$ cat config.mk
export PLATFORM = sky130hd
export DESIGN_NAME = dwc_cell
export DESIGN_NICKNAME = d
export VERILOG_FILES = /design/src/rtl/dwc_pkg.sv /design/src/rtl/dwc_cell.sv
export SDC_FILE = /design/constraint.sdc
export NUM_CORES = 1
export LEC_CHECK = 0
export CORE_AREA = 2 2 107 109
export DETAILED_ROUTE_END_ITERATION = 8
export DIE_AREA = 0 0 109 111
export DONT_BUFFER_PORTS = 1
export PLACE_DENSITY = 0.76
export REMOVE_ABC_BUFFERS = 1
export SETUP_SLACK_MARGIN = 0.05
export SYNTH_ARGS = -nofsm -noshare
export SYNTH_HDL_FRONTEND = slang
export SYNTH_SLANG_ARGS = --single-unit
$ cat constraint.sdc
create_clock -name clk -period 11.9 [get_ports clk]
set_clock_uncertainty 0.2 [all_clocks]
set_input_delay 2.38 -clock clk [delete_from_list [all_inputs] [get_ports clk]]
set_output_delay 2.38 -clock clk [all_outputs]
set_load 0.05 [all_outputs]
$ cat src/rtl/dwc_pkg.sv
`default_nettype none
package dwc_pkg;
  localparam int CharW  = 8;
  localparam int TotalW = 9;
  localparam logic [TotalW-1:0] TotalSat = 9'd511;

  // Word handed along the row of cells during a search.
  typedef struct packed {
    logic       valid;
    logic       found;
  } probe_t;

  function automatic logic is_letter(input logic [CharW-1:0] c);
    return (c >= 8'h41 && c <= 8'h5A) || (c >= 8'h61 && c <= 8'h7A);
  endfunction
endpackage
`default_nettype wire

$ cat src/rtl/dwc_cell.sv
`default_nettype none
module dwc_cell #(
  parameter int WordBits = 128,
  parameter int LenW     = 5
) (
  input  wire                              clk,
  input  wire                              rst,
  input  wire                              clear,
  input  wire                              load,
  input  wire [WordBits-1:0]               load_word,
  input  wire [LenW-1:0]                   load_len,
  input  wire                              prev_used,
  input  wire                              prev_load,
  input  wire [WordBits-1:0]               probe_word,
  input  wire [LenW-1:0]                   probe_len,
  input  wire dwc_pkg::probe_t             probe_in,
  output dwc_pkg::probe_t                  probe_out,
  output logic                             used,
  output logic                             take
);
  import dwc_pkg::*;

  logic [WordBits-1:0] word;
  logic [LenW-1:0]     len;

  // The first empty cell behind a used one takes the new word.
  assign take = load && prev_used && !used && prev_load;

  always_ff @(posedge clk) begin
    if (rst || clear) begin
      used <= 1'b0;
    end else if (take) begin
      used <= 1'b1;
    end
  end

  always_ff @(posedge clk) begin
    if (take) begin
      word <= load_word;
      len  <= load_len;
    end
  end

  // Compare the probe as it passes this cell and hand it on.
  always_ff @(posedge clk) begin
    if (rst || clear) begin
      probe_out <= '0;
    end else begin
      probe_out.valid <= probe_in.valid;
      probe_out.found <= probe_in.found ||
                         (probe_in.valid && used && len == probe_len &&
                          word == probe_word);
    end
  end
endmodule
`default_nettype wire

## After elaboration in Yosys (flattened, before gate mapping)

Cells that the tools add are included.

- Flip-flop bits (word level): 136
- Input port bits: 274
- Output and inout bits: 4
- Word-level logic and storage cells: 16

- Eq/ne operators: 2
- Reductions and logical operators: 9

Operator list:

| operator | count |
|---|---|
| $eq 128x128->1 | 1 |
| $logic_and 1x1->1 | 6 |
| $eq 5x5->1 | 1 |
| $logic_or 1x1->1 | 2 |
| $logic_not 1->1 | 1 |

## Longest topological paths before layout

Gate-level depths: netlist of the first run.

- Depth after elaboration: 4
- Depth in mapped cells: 6
- Depth with buffers taken out: 6

## Worst setup path after synthesis of the first run

OpenSTA, ideal clock, no wires.

- Path kind: input to output
- Start point: input load
- End point: output take
- Arrival: 5.892 ns
- Required time: 9.320 ns
- Setup slack: 3.428 ns
- Stages on the path: 1
- Buffers on the path: 0
- Path through: and4b_1

- Longest elaborated chain between the ends: 3

RTL lines:

| what | line | source |
|---|---|---|
| start, declared | dwc_cell.sv:9 | `input wire load,` |
| $logic_and 1x1->1 (3 in a row) | dwc_cell.sv:27 | `assign take = load && prev_used && !used && prev_load;` |
| end, declared | dwc_cell.sv:19 | `output logic take` |

Every way passes these cells.

## Worst setup path after layout of the first run

- Start point: input prev_load
- End point: output take

- Longest elaborated chain between the ends: 1

RTL lines:

| what | line | source |
|---|---|---|
| start, declared | dwc_cell.sv:13 | `input wire prev_load,` |
| $logic_and 1x1->1 | dwc_cell.sv:27 |  |

Every way passes these cells.

==> run_results.csv, run 1 <==
group,metric,value,unit
final_layout,fin_area,6550,µm²
die,io_pins,278,
timing,slew_violations,0,
cts,cts_setup_buffers,0,
worst_setup_path,critPathMaxStageDelay,0.46,ns
synth,syn-instance-count,378,
worst_setup_path,required,9.32,ns
run_status,status,"complete, no violations",
route,routed_wl,12700,µm
pwr,power.density,169,nW/µm²
pwr,irDropWorstVdd,0.000116,V
final_layout,post-route-util,59.1,%
final_layout,final_nets,673,
place,gp_congestion,0.756,
timing,worstMarginPinSlew,0.803,ns
cts,holdBufCountCts,0,
global_routing,grt_pass1_wl,18500,µm
place,port_buffers,0,
worst_setup_path,cp-end-kind,"output pin",
worst_setup_path,critPathMaxFanout,10,
die,rows,39,
die,core-area,11100,µm²
synth,synth_fa_ha_area_share,0,%
cts,cts_tree,"done",
synth,syn-cell-area,5760,µm²
cts,cts-htree-levels,4,
worst_setup_path,worst_path_max_delay_cell,"and4b_4",
min_path,hold_class,"reg2reg",
timing,max_slew_margin,45.1,%
timing,fmaxAchievable,184,MHz
cts,clock_latency,0.42,ns
timing,fin_crit,5.44,ns
min_path,min_from,"used$_SDFFE_PP0P_",
worst_setup_path,path_delay_family,"simple AND/OR/NAND/NOR gates",
worst_setup_path,reg2reg_from,"used$_SDFFE_PP0P_",
synth,synth_common_cells,"133 x edfxtp_1, 46 x xor2_1, 43 x inv_1, 40 x xnor2_1, 18 x nor4_1",
synth,synth_top_area_share,69.3,%
synth,synth_area_leaders,"edfxtp_1 69%, xor2_1 7.0%, xnor2_1 6.1%",
job,drv_cap,0,
timing,setup_viol,0,
timing,post-route-period-util,45.7,%
synth,synthFlopType,"edfxtp_1",
synth,ys_warn_count,0,
cts,clkTransAtPathRegs,0.05,ns
pwr,p_leak,0.00222,µW
final_layout,layout-area-overhead-vs-synth,13.7,%
worst_setup_path,crit_arrival,2.86,ns
place,hpwl,10200,µm
synth,synth.avg_cell_area,15.2,µm²
global_routing,grt_pass1_vias,3440,
worst_setup_path,critical_path.cell_chain,"and4b_4",
synth,synth_top_cell_by_area,"edfxtp_1",
route,drt-vias-per-instance,5.60,
synth,synthMuxAreaShare,0,%
route,dr.pass1.iters,4,
timing,finalHoldViolCount,0,
synth,async_flop_share,0,%
synth,synth-edff-count,133,
cts,root_buffer,"clkbuf_16",
cts,cts.path.max_buffers,2,
die,die-width,109,µm
synth,synth_compound_area_share,6.02,%
route,ant_nets,0,
die,initial_core_util,52.0,%
route,drcViolationCount,0,
global_routing,grt_max_degree,67,
synth,yosysSeqAreaShare,70.4,%
final_layout,drive_above_1_share,8.50,%
synth,yosys.cell_types.count,32,
die,die_area,12100,µm²
worst_setup_path,critical_path_class,"in2out",
route,wl_per_cell,22.8,µm
route,drtIter0Drc,184,
global_routing,track_usage,22.0,%
worst_setup_path,start_kind,"input pin",
global_routing,antenna_found_initial,3,
global_routing,grt-ovfl-total,0,
synth,synth_xor_area_share,13.1,%
synth,yosysMostFrequentCell,"edfxtp_1",
worst_setup_path,setup.worst_path.start,"prev_load",
cts,cts_buffers,17,
route,vias,3120,
synth,yosys.area_share.simple,7.67,%
cts,clock_sinks,136,
die,die_h,111,µm
synth,synth_top_family_by_area,"XOR/XNOR gates",
synth,ys_ff_latch,136,
cts,cts_resized,0,
worst_setup_path,crit_buf_inv,0,
timing,tns,0,ns
timing,rsz0062_at_grt,"no",
place,placed_cell_area,5960,µm²
-- state kept, by name, summed over array words and instances (netlist names) --
name	cells
probe_out	2
word	128
len	5
used	1
-- cells in the final DEF, fill, tap and decap left out, types with 2 or more instances in the layout --
master,synthesis,routed
o2bb2ai_1,3,3
clkbuf_16,0,17
nand2b_1,12,12
nand4_1,14,14
nor4_1,18,18
xor2_1,46,46
clkinvlp_4,0,4
nand3_1,3,3
nand2_1,2,2
xnor2_1,40,40
diode_2,0,2
o22ai_1,16,16
o2111ai_1,5,5
a2111oi_0,5,5
bufinv_16,0,3
a22oi_1,2,2
a22o_1,6,6
buf_4,0,2
clkbuf_1,0,2
nor2_1,5,5
nor2b_1,8,8
clkinv_1,0,3
dfxtp_1,3,3
edfxtp_1,133,133
inv_1,43,43
-- kinds of logic (layout without fill, tap and decap cells) --
kind of cell	Yosys count	after routing
other	0	2
and+or+nand+nor	70	70
buffers and inverters	44	78
DFF	136	136
xor gates and xnor gates	86	86
AOI/OAI and AO/OA	42	42
-- layout make-up --
type	instances	area, µm²
Fill cell	851	4530
Antenna cell	2	5.00
Clock inverter	13	154
Sequential cell	136	4050
Tap cell	143	179
Timing Repair Buffer	2	15.0
Multi-Input combinational cell	198	1550
Clock buffer	19	433
Inverter	44	165
-- through the flow --
stage	cells	total power, µW	setup WS, ns	hold WS (ns)
6_report	557	1110	6.46	0.600
5_1_grt	556	1150	6.44	0.617
4_1_cts	555	1120	6.45	0.598
3_5_place_dp	523	604	6.46	0.592
3_3_place_gp	523	603	6.47	0.578
2_1_floorplan	378	596	3.43	0.526
-- power by group --
group / switching [µW] / internal [µW] / leakage (µW) / total, µW
clock: 189 / 327 / 0.000272 / 516
sequential: 6.84 / 543 / 0.00125 / 550
combinational: 22.8 / 21.0 / 0.000702 / 43.8
-- per-layer routing --
| metal | part of all wire (%) | global-route usage [%] |
|---|---|---|
| met1 | 35 | 22.3 |
| met2 | 52 | 37.0 |
| met3 | 9.5 | 10.3 |
| met4 | 3.3 | 11.6 |
| met5 | 0.24 | 0 |
-- final timing paths --
check,slack (ns),endpoint,cells after the start
hold / removal,0.60,used$_SDFFE_PP0P_,1
hold reg to reg,0.60,used$_SDFFE_PP0P_,1
setup reg to reg,8.66,word[97]$_DFFE_PP_,3
setup / recovery,6.46,take,1
(Power assumes the default switching activity.)
==> inputs of run 2 (changes only) <==
Settings changed: ABC_AREA set to 1, PLACE_DENSITY 0.76 to 0.82.
Clock period 11.9 ns to 5.2 ns, I/O delays scaled along.
==> run_results.csv, run 2 <==
group,metric,value,unit
synth,yosysMostFrequentCell,"nand2_1",
cts,cts-htree-levels,4,
pwr,irDropWorstVdd,0.000290,V
timing,finalHoldViolCount,0,
synth,synthFlopType,"edfxtp_1",
synth,yosysSeqAreaShare,63.4,%
final_layout,regMostFlops,"word",
pwr,power.density,349,nW/µm²
job,drv_cap,0,
synth,synth_area_leaders,"edfxtp_1 63%, nand2_1 12%, inv_1 8.6%",
cts,cts_buffers,17,
worst_setup_path,required,3.96,ns
synth,ys_ff_latch,136,
die,initial_core_util,57.7,%
timing,slew_violations,0,
synth,ys_warn_count,0,
cts,holdBufCountCts,0,
route,drcViolationCount,0,
place,hpwl,10900,µm
synth,synth_common_cells,"207 x nand2_1, 146 x inv_1, 133 x edfxtp_1, 64 x nor2_1, 39 x xnor2_1",
route,routed_wl,13800,µm
global_routing,grt_max_degree,62,
worst_setup_path,critical_path_class,"in2out",
route,drt-vias-per-instance,5.01,
global_routing,antenna_found_initial,2,
worst_setup_path,crit_arrival,1.84,ns
route,ant_nets,0,
worst_setup_path,cp-end-kind,"output pin",
cts,cts_resized,0,
synth,synth_top_cell_by_area,"edfxtp_1",
cts,cts_setup_buffers,0,
final_layout,seqCellArea,4050,µm²
timing,setup_viol,0,
cts,root_buffer,"clkbuf_16",
global_routing,grt_pass1_vias,4296,
timing,post-route-period-util,59.3,%
route,wl_per_cell,16.4,µm
final_layout,largest_reg_flops,128,
final_layout,layout_common_cells,"207 x nand2_1, 146 x inv_1, 133 x edfxtp_1",
timing,rsz0062_at_grt,"no",
synth,syn-cell-area,6390,µm²
die,die-width,109,µm
timing,tns,0,ns
final_layout,fill_cells,813,
final_layout,multi_input_area,1790,µm²
cts,cts_tree,"done",
synth,synth.avg_cell_area,9.67,µm²
cts,clkTransAtPathRegs,0.06,ns
final_layout,final_nets,958,
synth,synth-edff-count,133,
global_routing,grt-ovfl-total,0,
die,core-area,11100,µm²
timing,fmaxAchievable,324,MHz
final_layout,drive_above_1_share,5.74,%
final_layout,layout-area-overhead-vs-synth,12.1,%
worst_setup_path,start_kind,"input pin",
place,dp_cells,808,
route,drtIter0Drc,192,
synth,syn-instance-count,661,
timing,worstMarginPinSlew,0.759,ns
die,rows,39,
die,die_area,12100,µm²
place,port_buffers,0,
cts,clock_sinks,136,
global_routing,track_usage,22.9,%
die,io_pins,278,
synth,synth_top_area_share,62.5,%
min_path,hold_class,"in2reg",
global_routing,grt_pass1_wl,20300,µm
cts,clock_latency,0.40,ns
synth,async_flop_share,0,%
route,dr.pass1.iters,5,
final_layout,instances_no_fill,842,
timing,fin_crit,3.08,ns
place,gp_congestion,0.872,
synth,yosys.cell_types.count,19,
pwr,p_leak,0.00312,µW
final_layout,final_common_cell,"nand2_1",
die,die_h,111,µm
timing,max_slew_margin,49.4,%
route,vias,4217,
run_status,status,"complete, no violations",
final_layout,reg_top3,"word (128), len (5), probe_out (2)",
worst_setup_path,critPathMaxFanout,3,
cts,cts.path.max_buffers,2,
run 2: power by group:
group	switching, µW	total (µW)	internal, µW
registers	16.3	1260	1240
logic	72.8	125	52.3
clock network	415	1110	699
total	504	2500	1990
run 2: kinds of logic (layout without fill, tap and decap cells):
| logic type | Yosys count | count (layout) | share of synthesized area [%] |
|---|---|---|---|
| AND/OR/NAND/NOR | 296 | 296 | 18.2 |
| buffers and inverters | 146 | 182 | 8.58 |
| flip-flops | 136 | 136 | 63.4 |
| XOR/XNOR | 52 | 52 | 7.13 |
| AO/OA/AOI/OAI | 31 | 31 | 2.60 |
| other | 0 | 2 | 0 |
run 2: worst paths after layout:
check / start / to / slack (ns) / depth (start not counted)
hold reg to reg: word[24]$_DFFE_PP_ / probe_out[0]$_SDFF_PP0_ / 0.57 / 7
setup reg to reg: used$_SDFFE_PP0P_ / word[17]$_DFFE_PP_ / 2.46 / 3
hold / removal: load_word[32] / word[32]$_DFFE_PP_ / 0.53 / 0
setup / recovery: prev_load / take / 2.12 / 3
run 2: per-layer routing:
metal | global-route usage, % | part of all wire (%)
met4 | 11.5 | 3.6
met2 | 41.2 | 52
met3 | 9.41 | 9.6
met1 | 21.9 | 35
met5 | 0 | 0
run 2: per-stage QoR:
stage / util [%] / cell area, µm² / power, µW / hold slack (ns) / setup slack (ns)
final: 64.6 / 7160 / 2500 / 0.534 / 2.12
after global routing: 64.6 / 7160 / 2580 / 0.512 / 2.10
after CTS: 64.6 / 7160 / 2520 / 0.518 / 2.09
after detailed placement: 59.7 / 6610 / 1410 / 0.567 / 1.99
after global placement: 59.7 / 6610 / 1400 / 0.559 / 2.02
after floorplan: - / 6390 / 1390 / 0.506 / -7.12
run 2: critical path, stage by stage:
cell and delay, ns:
nand2_1 0.07, nor3_2 0.48, buf_6 0.24
run 2: layout make-up:
cell class                 instances  area share [%]
antenna                            2          0.0699
tap                              143            2.50
multi-input combinational        379            25.0
timing repair buffer               4           0.472
clock inverter                    10            1.45
sequential                       136            56.6
inverter                         146            7.65
clock buffer                      22            6.20
